## src/sv/fmcu_pkg.sv

```systemverilog
// Package with shared codes and sizes of the lock manager.
package fmcu_pkg;
   localparam int THREADS_DEF = 32;
   localparam int MUTEXES_DEF = 16;
   localparam int CONDS_DEF = 16;
   localparam int TID_W = 5;
   localparam int MID_W = 4;
   localparam int CID_W = 4;

   typedef enum logic [2:0] {
      FN_LOCK = 3'd0, FN_TRYLOCK = 3'd1, FN_UNLOCK = 3'd2,
      FN_WAIT = 3'd3, FN_SIGNAL = 3'd4, FN_BCAST = 3'd5
   } func_type;

   localparam logic [1:0] ST_DONE = 2'd0;
   localparam logic [1:0] ST_BLOCKED = 2'd1;
   localparam logic [1:0] ST_BUSY = 2'd2;
   localparam logic [1:0] ST_MISUSE = 2'd3;
endpackage

```

## src/sv/fifo_mutex_condvar_unit_top.sv

```systemverilog
// Top level of the lock manager: request decode, table memories and result register.
// Each request passes through a table read, a link read and a modify-write step.
// The link read needs the heads of the table read; a new request waits for the write.
// The result is registered by the write step; a request is taken only when no result waits
// or the waiting one leaves in that same cycle.
// Reset clears the valid, held and blocked bits in flip-flops at once; no sweep.
module fifo_mutex_condvar_unit_top #(
   parameter int THREADS = fmcu_pkg::THREADS_DEF,
   parameter int MUTEXES = fmcu_pkg::MUTEXES_DEF,
   parameter int CONDS = fmcu_pkg::CONDS_DEF
) (
   input  logic clock,
   input  logic reset,
   input  logic req_tvalid,
   output logic req_tready,
   // func[2:0], thread_id[7:3], mutex_id[11:8], cond_id[15:12]
   input  logic [15:0] req_tdata,
   output logic rsp_tvalid,
   input  logic rsp_tready,
   // status[1:0], woken_valid[2], woken_thread[7:3]
   output logic [7:0] rsp_tdata
);
   localparam int TW = fmcu_pkg::TID_W;
   localparam int MW = fmcu_pkg::MID_W;
   localparam int CW = fmcu_pkg::CID_W;

   typedef enum logic [1:0] {
      PH_IDLE, PH_LINK, PH_WRITE
   } phase_type;

   // Memories: next links, lock head/tail, cond head/tail.
   logic [TW-1:0] next_mem [THREADS];
   logic [TW-1:0] lhead_mem [MUTEXES];
   logic [TW-1:0] ltail_mem [MUTEXES];
   logic [TW-1:0] chead_mem [CONDS];
   logic [TW-1:0] ctail_mem [CONDS];
   // Flag and owner state in flip-flops.
   logic [MUTEXES-1:0] held_ff, lne_ff;
   logic [TW-1:0] owner_ff [MUTEXES];
   logic [CONDS-1:0] cne_ff;
   logic [THREADS-1:0] blk_ff;

   phase_type phase_ff;
   logic [2:0] f_ff;
   logic [TW-1:0] t_ff;
   logic [MW-1:0] m_ff;
   logic [CW-1:0] c_ff;
   logic [TW-1:0] lh_q, lt_q, ch_q, ct_q, nx_lh_q, nx_ch_q;
   logic rv_ff;
   logic [7:0] rd_ff;

   assign req_tready = (phase_ff == PH_IDLE) && (!rv_ff || rsp_tready);
   wire acc = req_tvalid && req_tready;
   assign rsp_tvalid = rv_ff;
   assign rsp_tdata = rd_ff;

   wire [2:0] a_f = req_tdata[2:0];
   wire [TW-1:0] a_t = req_tdata[7:3];
   wire [MW-1:0] a_m = req_tdata[11:8];
   wire [CW-1:0] a_c = req_tdata[15:12];

   // Read cycle: fetch heads and tails of the addressed queues.
   // Link cycle: fetch the links behind both heads read the cycle before.
   always_ff @(posedge clock) begin
      if (acc) begin
         f_ff <= a_f; t_ff <= a_t; m_ff <= a_m; c_ff <= a_c;
         lh_q <= lhead_mem[a_m]; lt_q <= ltail_mem[a_m];
         ch_q <= chead_mem[a_c]; ct_q <= ctail_mem[a_c];
      end
      if (phase_ff == PH_LINK) begin
         nx_lh_q <= next_mem[lh_q];
         nx_ch_q <= next_mem[ch_q];
      end
   end

   // Modify: decide the request.
   logic ok, owns, lne, cne, woke;
   logic [1:0] st;
   logic [TW-1:0] wk;
   logic wr_next, wr_lh, wr_lt, wr_ch, wr_ct;
   logic [TW-1:0] next_a, next_d, lh_d, lt_d, ch_d, ct_d;
   logic rel, set_lne, clr_lne, set_cne, clr_cne, take, blk_set;
   logic [THREADS-1:0] blk_in;

   always_comb begin
      ok = (f_ff <= fmcu_pkg::FN_BCAST) && (32'(t_ff) < THREADS) && (32'(m_ff) < MUTEXES)
         && (f_ff < fmcu_pkg::FN_WAIT || 32'(c_ff) < CONDS);
      ok = ok && !blk_ff[t_ff];
      owns = held_ff[m_ff] && owner_ff[m_ff] == t_ff;
      lne = lne_ff[m_ff]; cne = cne_ff[c_ff];
      st = fmcu_pkg::ST_MISUSE; woke = 1'b0; wk = '0;
      wr_next = 1'b0; wr_lh = 1'b0; wr_lt = 1'b0; wr_ch = 1'b0; wr_ct = 1'b0;
      next_a = '0; next_d = '0; lh_d = '0; lt_d = '0; ch_d = '0; ct_d = '0;
      rel = 1'b0; set_lne = 1'b0; clr_lne = 1'b0; set_cne = 1'b0; clr_cne = 1'b0;
      take = 1'b0; blk_set = 1'b0;
      blk_in = blk_ff;
      if (ok) begin
         case (fmcu_pkg::func_type'(f_ff))
            fmcu_pkg::FN_LOCK, fmcu_pkg::FN_TRYLOCK: begin
               if (!held_ff[m_ff]) begin
                  take = 1'b1; st = fmcu_pkg::ST_DONE;
               end else if (f_ff == fmcu_pkg::FN_TRYLOCK) begin
                  st = fmcu_pkg::ST_BUSY;
               end else if (!owns) begin
                  if (lne) begin
                     wr_next = 1'b1; next_a = lt_q; next_d = t_ff;
                  end else begin
                     wr_lh = 1'b1; lh_d = t_ff;
                  end
                  wr_lt = 1'b1; lt_d = t_ff; set_lne = 1'b1; blk_set = 1'b1;
                  st = fmcu_pkg::ST_BLOCKED;
               end
            end
            fmcu_pkg::FN_UNLOCK: begin
               if (owns) begin
                  rel = 1'b1; st = fmcu_pkg::ST_DONE;
               end
            end
            fmcu_pkg::FN_WAIT: begin
               if (owns) begin
                  if (cne) begin
                     wr_next = 1'b1; next_a = ct_q; next_d = t_ff;
                  end else begin
                     wr_ch = 1'b1; ch_d = t_ff;
                  end
                  wr_ct = 1'b1; ct_d = t_ff; set_cne = 1'b1; blk_set = 1'b1;
                  rel = 1'b1; st = fmcu_pkg::ST_BLOCKED;
               end
            end
            fmcu_pkg::FN_SIGNAL: begin
               if (!cne) st = fmcu_pkg::ST_DONE;
               else if (owns) begin
                  if (ch_q == ct_q) clr_cne = 1'b1;
                  else begin
                     wr_ch = 1'b1; ch_d = nx_ch_q;
                  end
                  // The head moves to the mutex queue; its own link is left stale.
                  if (lne) begin
                     wr_next = 1'b1; next_a = lt_q; next_d = ch_q;
                  end else begin
                     wr_lh = 1'b1; lh_d = ch_q;
                  end
                  wr_lt = 1'b1; lt_d = ch_q; set_lne = 1'b1;
                  st = fmcu_pkg::ST_DONE;
               end
            end
            fmcu_pkg::FN_BCAST: begin
               if (!cne) st = fmcu_pkg::ST_DONE;
               else if (owns) begin
                  if (lne) begin
                     wr_next = 1'b1; next_a = lt_q; next_d = ch_q;
                  end else begin
                     wr_lh = 1'b1; lh_d = ch_q;
                  end
                  wr_lt = 1'b1; lt_d = ct_q; set_lne = 1'b1; clr_cne = 1'b1;
                  st = fmcu_pkg::ST_DONE;
               end
            end
            default: st = fmcu_pkg::ST_MISUSE;
         endcase
      end
      if (blk_set) blk_in[t_ff] = 1'b1;
      // Release: hand the mutex to the head waiter when one exists.
      if (rel && lne) begin
         woke = 1'b1; wk = lh_q;
         blk_in[lh_q] = 1'b0;
         if (lh_q == lt_q) clr_lne = 1'b1;
         else begin
            wr_lh = 1'b1; lh_d = nx_lh_q;
         end
      end
   end

   // Write cycle: commit memories.
   always_ff @(posedge clock) begin
      if (phase_ff == PH_WRITE) begin
         if (wr_next) next_mem[next_a] <= next_d;
         if (wr_lh) lhead_mem[m_ff] <= lh_d;
         if (wr_lt) ltail_mem[m_ff] <= lt_d;
         if (wr_ch) chead_mem[c_ff] <= ch_d;
         if (wr_ct) ctail_mem[c_ff] <= ct_d;
      end
   end

   // Sequencing, flags and the result register.
   always_ff @(posedge clock) begin
      if (reset) begin
         phase_ff <= PH_IDLE; rv_ff <= 1'b0;
         held_ff <= '0; lne_ff <= '0; cne_ff <= '0; blk_ff <= '0;
         for (int i = 0; i < MUTEXES; i++) owner_ff[i] <= '0;
      end else begin
         case (phase_ff)
            PH_IDLE: if (acc) phase_ff <= PH_LINK;
            PH_LINK: phase_ff <= PH_WRITE;
            default: phase_ff <= PH_IDLE;
         endcase
         if (phase_ff == PH_WRITE) begin
            rv_ff <= 1'b1;
            rd_ff <= {wk, woke, st};
            blk_ff <= blk_in;
            if (take) begin
               held_ff[m_ff] <= 1'b1; owner_ff[m_ff] <= t_ff;
            end
            if (set_lne) lne_ff[m_ff] <= 1'b1;
            if (set_cne) cne_ff[c_ff] <= 1'b1;
            if (clr_cne) cne_ff[c_ff] <= 1'b0;
            if (rel) begin
               if (lne) begin
                  owner_ff[m_ff] <= lh_q;
                  if (clr_lne) lne_ff[m_ff] <= 1'b0;
               end else begin
                  held_ff[m_ff] <= 1'b0; owner_ff[m_ff] <= '0;
               end
            end
         end else if (rsp_tready) begin
            rv_ff <= 1'b0;
         end
      end
   end

   a_no_back: assert property (@(posedge clock) disable iff (reset)
      phase_ff != PH_IDLE |-> !req_tready) else $error("request taken while one is in flight");
   a_rsp: assert property (@(posedge clock) disable iff (reset)
      phase_ff == PH_WRITE |=> rv_ff) else $error("result missing after write cycle");
   a_woke_st: assert property (@(posedge clock) disable iff (reset)
      rv_ff && rd_ff[2] |-> rd_ff[1] == 1'b0) else $error("wake with bad status");
endmodule

```

## config.mk

```make
export PLATFORM = sky130hd
export DESIGN_NAME = fifo_mutex_condvar_unit_top
export DESIGN_NICKNAME = d
export VERILOG_FILES = /design/src/sv/fmcu_pkg.sv /design/src/sv/fifo_mutex_condvar_unit_top.sv
export SDC_FILE = /design/constraint.sdc
export NUM_CORES = 1
export LEC_CHECK = 0
export BUFFER_PORTS_ARGS = -buffer_cell sky130_fd_sc_hd__buf_2
export CAP_MARGIN = 30
export CORE_UTILIZATION = 35
export DETAILED_ROUTE_END_ITERATION = 6
export SYNTH_ARGS = -nofsm -noshare
export SYNTH_HDL_FRONTEND = slang
export SYNTH_SLANG_ARGS = --single-unit
```

## constraint.sdc

```tcl
create_clock -name clock -period 9.1 [get_ports clock]
set_input_delay 1.82 -clock clock [delete_from_list [all_inputs] [get_ports clock]]
set_output_delay 1.82 -clock clock [all_outputs]
set_load 0.01 [all_outputs]
```

# Word level (Yosys, flattened, before mapping)
# Memory sizes are Yosys's and may differ from the RTL's. A register that Yosys moved wholly into a read port is not among the register bits.
# Cells that the tools add are included.
[word_totals] ff_bits=107 ram_bits=560 in_bits=20 out_inout_bits=10 elab_cells=254 n_memories=6
[memory_table] memory="next_mem" words=32 word_bits=5 rd=2 rd_ports_with_merged_regs=2 wr=1 line_no="fifo_mutex_condvar_unit_top.sv:32" text="logic [TW-1:0] next_mem [THREADS];"
[memory_table] memory="chead_mem" words=16 word_bits=5 rd=1 rd_ports_with_merged_regs=1 wr=1 line_no="fifo_mutex_condvar_unit_top.sv:35" text="logic [TW-1:0] chead_mem [CONDS];"
[memory_table] memory="ctail_mem" words=16 word_bits=5 rd=1 rd_ports_with_merged_regs=1 wr=1 line_no="fifo_mutex_condvar_unit_top.sv:36" text="logic [TW-1:0] ctail_mem [CONDS];"
[memory_table] memory="lhead_mem" words=16 word_bits=5 rd=1 rd_ports_with_merged_regs=1 wr=1 line_no="fifo_mutex_condvar_unit_top.sv:33" text="logic [TW-1:0] lhead_mem [MUTEXES];"
[memory_table] memory="ltail_mem" words=16 word_bits=5 rd=1 rd_ports_with_merged_regs=1 wr=1 line_no="fifo_mutex_condvar_unit_top.sv:34" text="logic [TW-1:0] ltail_mem [MUTEXES];"
[memory_table] memory="owner_ff" words=16 word_bits=5 rd=1 rd_ports_with_merged_regs=1 wr=16 line_no="fifo_mutex_condvar_unit_top.sv:39" text="logic [TW-1:0] owner_ff [MUTEXES];"
[op_classes] n_lt_le_gt_ge=9 eq_ne=11 mux=181 bitwise=14 reduce_logical=20
[ops] op="$mux W5" count=49
[ops] op="$mux W16" count=15
[ops] op="$mux W1" count=85
[ops] op="$mux W32" count=2
[ops] op="$and A16 B16 Y16" count=3
[ops] op="$or A16 B16 Y16" count=3
[ops] op="$pmux W5 S3" count=3
[ops] op="$and A32 B32 Y32" count=1
[ops] op="$not A16 Y16" count=2
[ops] op="$not A32 Y32" count=1
[ops] op="$or A32 B32 Y32" count=1
[ops] op="$pmux W5 S2" count=2
[ops] op="$eq A5 B5 Y1" count=3
[ops] op="$mux W2" count=7
[ops] op="$bmux W1 S4" count=3
[ops] op="$lt A5 B6 Y1 const B" count=2
[ops] op="$demux W1 S5" count=2
[ops] op="$ge A5 B1 Y1 const B" count=2
[ops] op="$lt A4 B5 Y1 const B" count=2
[ops] op="$pmux W1 S2" count=5
[ops] op="$logic_and A1 B1 Y1" count=9
[ops] op="$demux W1 S4" count=2
[ops] op="$ge A4 B1 Y1 const B" count=2
[ops] op="$mux W4" count=2
[ops] op="21 further kinds" count=27

# Longest topological paths before layout
[depth] ltp_word=15 mapped_depth=14 mapped_depth_nobuf=10

# Least setup slack after synthesis
# No wires, ideal clock.
[synth_timing] path_kind="in2out" startpoint="input port rsp_tready" endpoint="output port req_tready" arrival_time_ps=2165 slack_ps=5115 path_stages=2 path_buffers=0 path_cell_list="nor2b_1 -> nor3_1"
[synth_via] elab_chain_len=2
[synth_rtl] element="start: declaration" line_no="fifo_mutex_condvar_unit_top.sv:19" text="input logic rsp_tready,"
[synth_rtl] element="$logic_or A1 B1 Y1" line_no="fifo_mutex_condvar_unit_top.sv:52" text="assign req_tready = (phase_ff == PH_IDLE) && (!rv_ff || rsp_tready);"
[synth_rtl] element="$logic_and A1 B1 Y1" line_no="fifo_mutex_condvar_unit_top.sv:52"
[synth_rtl] element="end: declaration" line_no="fifo_mutex_condvar_unit_top.sv:15" text="output logic req_tready,"
# No other way between the ends.

==> impl_metrics.json <==
{
  "status": "completed",
  "r2r_setup_slack_ps": 4340,
  "placed_cell_area_um2": 31800,
  "slew-limit-headroom_pct": 26.9,
  "wirelength_um": 75700,
  "busiest_layer": "met2",
  "hold_path_end": "cne_ff[7]",
  "synth-simple-area-share_pct": 6.86,
  "core_um2": 85700,
  "dpl.cell_count": 2937,
  "cts.sinks": 701,
  "grt_max_degree": 85,
  "grt_util_met2_pct": 27.7,
  "switching_power_mw": 1.46,
  "synth_top_family_by_area": "multiplexers",
  "synth_nets": 1875,
  "drt_iter0_drc": 1992,
  "fin_skew_ps": 29.5,
  "io_pins": 30,
  "max_cap_violations": 0,
  "postCtsSetupRepairBufs": 0,
  "syn_area_um2": 30500,
  "rsz0062_at_grt": "false",
  "drc_errors": 0,
  "synth_edf_count": 614,
  "ys.flop_type": "edfxtp_1",
  "cp.arrival_ps": 5010,
  "cts_resized": 0,
  "max_freq_ghz": 0.210,
  "tightest_slew_ps": 1100,
  "synth_seq_cells": 701,
  "synthCells": 1855,
  "fillers": 7724,
  "async_flop_share_pct": 0,
  "layout-drive-gt1-share_pct": 22.9,
  "ctsLongestPathBuffers": 3,
  "synthTopCellsByArea": "edfxtp_1 (61%), mux4_2 (16%), dfxtp_1 (5.7%)",
  "synth_top_area_share_pct": 60.5,
  "grtUsageTotal_pct": 17.1,
  "syn2layout_area_growth_pct": 12.7,
  "hold_buffers": 0,
  "layoutNonFillerInstCount": 3079,
  "rows": 107,
  "dp_hpwl_um": 50300,
  "holdCritPathClass": "reg2reg",
  "yosysTopAreaCell": "edfxtp_1",
  "synthXorXnorAreaFrac_pct": 0.316,
  "synth_warnings": 0,
  "cts-htree-levels": 3,
  "globalRoute.totalOverflow": 0,
  "seq_power_share_pct": 51.3,
  "end_kind": "flop",
  "vdd_drop_max_mv": 0.137,
  "total_power_mw": 6.85,
  "grt_pass1_vias": 17675,
  "gp_congestion": 0.867,
  "muxShareOfSynthArea_pct": 17.6,
  "hold_start": "cne_ff[7]",
  "min_period_over_period_pct": 52.3,
  "p_int_mw": 5.38,
  "grt_pass1_wl_um": 114000,
  "cts_made_buffers": 76,
  "crit_chain": "nor2b_1 > a22oi_1 > a21o_1 > a2111oi_4 > o21ai_2 > nor3_4 > and2_1 > o21bai_2 > or4_4 > nor2_1",
  "setup_viol": 0,
  "maxSlewViolCount": 0,
  "vias": 17307,
  "initial_core_util_pct": 35.6,
  "p_leak_nw": 11.0,
  "use_met3_pct": 2.48,
  "die_w_um": 297,
  "cp-start-kind": "flop",
  "min_path_cells": 1,
  "nets": 1893,
  "tns_ps": 0,
  "ff2ff_path_depth": 10,
  "p_per_area_nw_per_um2": 199,
  "seq_area_um2": 20200,
  "post_drt_wl_per_cell_um": 24.6,
  "slowest_stage": "nor3_4",
  "synthAdderAreaFrac_pct": 0,
  "synth_area_per_cell_um2": 16.4,
  "design.die.area_um2": 88300,
  "vias_per_cell": 5.62,
  "cp_data_required_time_ps": 9350,
  "cts.clk_slew.worst_paths_ps": 60,
  "crit_fanout": 17,
  "cpLargestDelayFamily": "simple AND/OR/NAND/NOR gates",
  "worstSetupPathType": "reg2reg",
  "die_h_um": 297,
  "synth-seq-area-share_pct": 66.2,
  "timing.rr.end": "next_mem[30][0]",
  "multi_input_area_um2": 9690,
  "final_area_um2": 34300,
  "dr.pass1.iters": 6,
  "synthDistinctLibCells": 72,
  "crit_buf_inv": 0,
  "grt_use_met1_pct": 23.7,
  "n_antenna_cell": 0,
  "fin_crit_ps": 4760,
  "swShare_pct": 21.4,
  "max_stage_delay_ps": 600,
  "p_clk_share_pct": 44.5,
  "pwr-share-comb_pct": 4.2,
  "hold_violations": 0,
  "synth-compound-area-share_pct": 6.92,
  "final_util_pct": 40.1,
  "cts_tree": "built",
  "clkLatencyLatePin_ps": 630,
  "cts_root_buf": "clkbuf_16",
  "postRouteAntennaNets": 0,
  "io_buffers": 29,
  "grt_antenna_before_repair": 0
}
==> flip-flops by register name (all words and copies together) (netlist names), 3 cells and up, named ones only <==
register,flops
next_mem,160
chead_mem,80
ctail_mem,80
lhead_mem,80
ltail_mem,80
owner_ff,80
blk_ff,32
cne_ff,16
held_ff,16
lne_ff,16
rsp_tdata,8
ch_q,5
ct_q,5
lh_q,5
lt_q,5
nx_ch_q,5
nx_lh_q,5
t_ff,5
c_ff,4
m_ff,4
f_ff,3
==> layout make-up <==
cell class / instances / share of cell area (%)
flip-flops and latches: 701 / 58.8
multi-input cells: 1010 / 28.2
well taps: 1144 / 4.17
clock inverters: 30 / 0.860
inverters: 9 / 0.0984
clock buffers: 110 / 6.30
repair buffers: 75 / 1.61
==> power by group through the flow <==
| stage | Clock (mW) | Sequential [mW] | Combinational (mW) |
|---|---|---|---|
| after global placement | 0 | 3.58 | 0.278 |
| after global routing | 3.21 | 3.52 | 0.305 |
| final | 3.04 | 3.52 | 0.286 |
| after detailed placement | 0 | 3.58 | 0.285 |
| after floorplan | 0 | 3.56 | 0.222 |
| after CTS | 3.10 | 3.51 | 0.286 |
==> routing by layer <==
| metal | wire (µm) | vias to the layer above | share of wire (%) |
|---|---|---|---|
| li1 | - | 7482 | - |
| met4 | 1890 | 0 | 2.5 |
| met5 | 0 | - | 0 |
| met2 | 36700 | 662 | 49 |
| met1 | 32400 | 9048 | 43 |
| met3 | 4650 | 115 | 6.1 |
==> layout by cell type (no fill, tap or decap), drive strengths merged, types with 19 or more instances in the layout <==
| cell type | Yosys | routed |
|---|---|---|
| dfxtp | 87 | 87 |
| clkinv | 0 | 23 |
| edfxtp | 614 | 614 |
| o21a | 20 | 20 |
| a21oi | 53 | 53 |
| mux2i | 38 | 38 |
| nand2 | 84 | 84 |
| clkbuf | 75 | 110 |
| nor2 | 243 | 243 |
| and2 | 21 | 21 |
| nor2b | 19 | 19 |
| a31oi | 35 | 35 |
| a22oi | 47 | 47 |
| mux4 | 217 | 217 |
| a211oi | 65 | 65 |
| buf | 60 | 75 |
| nor3 | 23 | 23 |
==> synth_stat cells, drive strengths merged, types with 7 or more instances <==
library cell  number
edfxtp           614
inv                9
o2111ai           17
mux2               8
a31oi             35
and2              21
o21ai             13
nor3              23
o21a              20
a211oi            65
and3              16
dfxtp             87
buf               60
a21oi             53
nand2             84
a22o               9
clkbuf            75
nor3b              7
nor2b             19
nor2             243
a22oi             47
mux2i             38
nand3             15
mux4             217
==> worst max-delay path by stage <==
| stage | depth (start not counted) | to | slack (ps) |
|---|---|---|---|
| finish | 10 | next_mem[30][0] | 4340 |
| global route | 10 | next_mem[30][0] | 4040 |
| CTS | 10 | next_mem[30][0] | 4370 |
| detailed placement | 7 | owner_ff[8][2] | 4080 |
| global placement | 7 | owner_ff[8][2] | 4170 |
| floorplan | 2 | req_tready | 5110 |
==> per-stage QoR <==
step                hold WS (ps)  setup slack [ps]
detailed placement           454              4080
global placement             443              4170
global route                 494              4040
CTS                          467              4370
finish                       466              4340
floorplan                    435              5110
==> worst reg2reg max path, cell delays in order (launching register included) <==
cell       delay [ps]
dfxtp_1           590
nor2b_1           580
a22oi_1           220
a21o_1            250
a2111oi_4         480
o21ai_2           200
nor3_4            600
and2_1            290
o21bai_2          120
or4_4             600
nor2_1            480
==> logic make-up (layout without fill, tap and decap cells) <==
logic type	Yosys count	in the layout
simple gates	456	456
mux	263	263
flops	701	701
buf+inv	144	224
xor+xnor	11	11
compound gates	280	280
No activity file was read; power rests on OpenSTA's default activity.
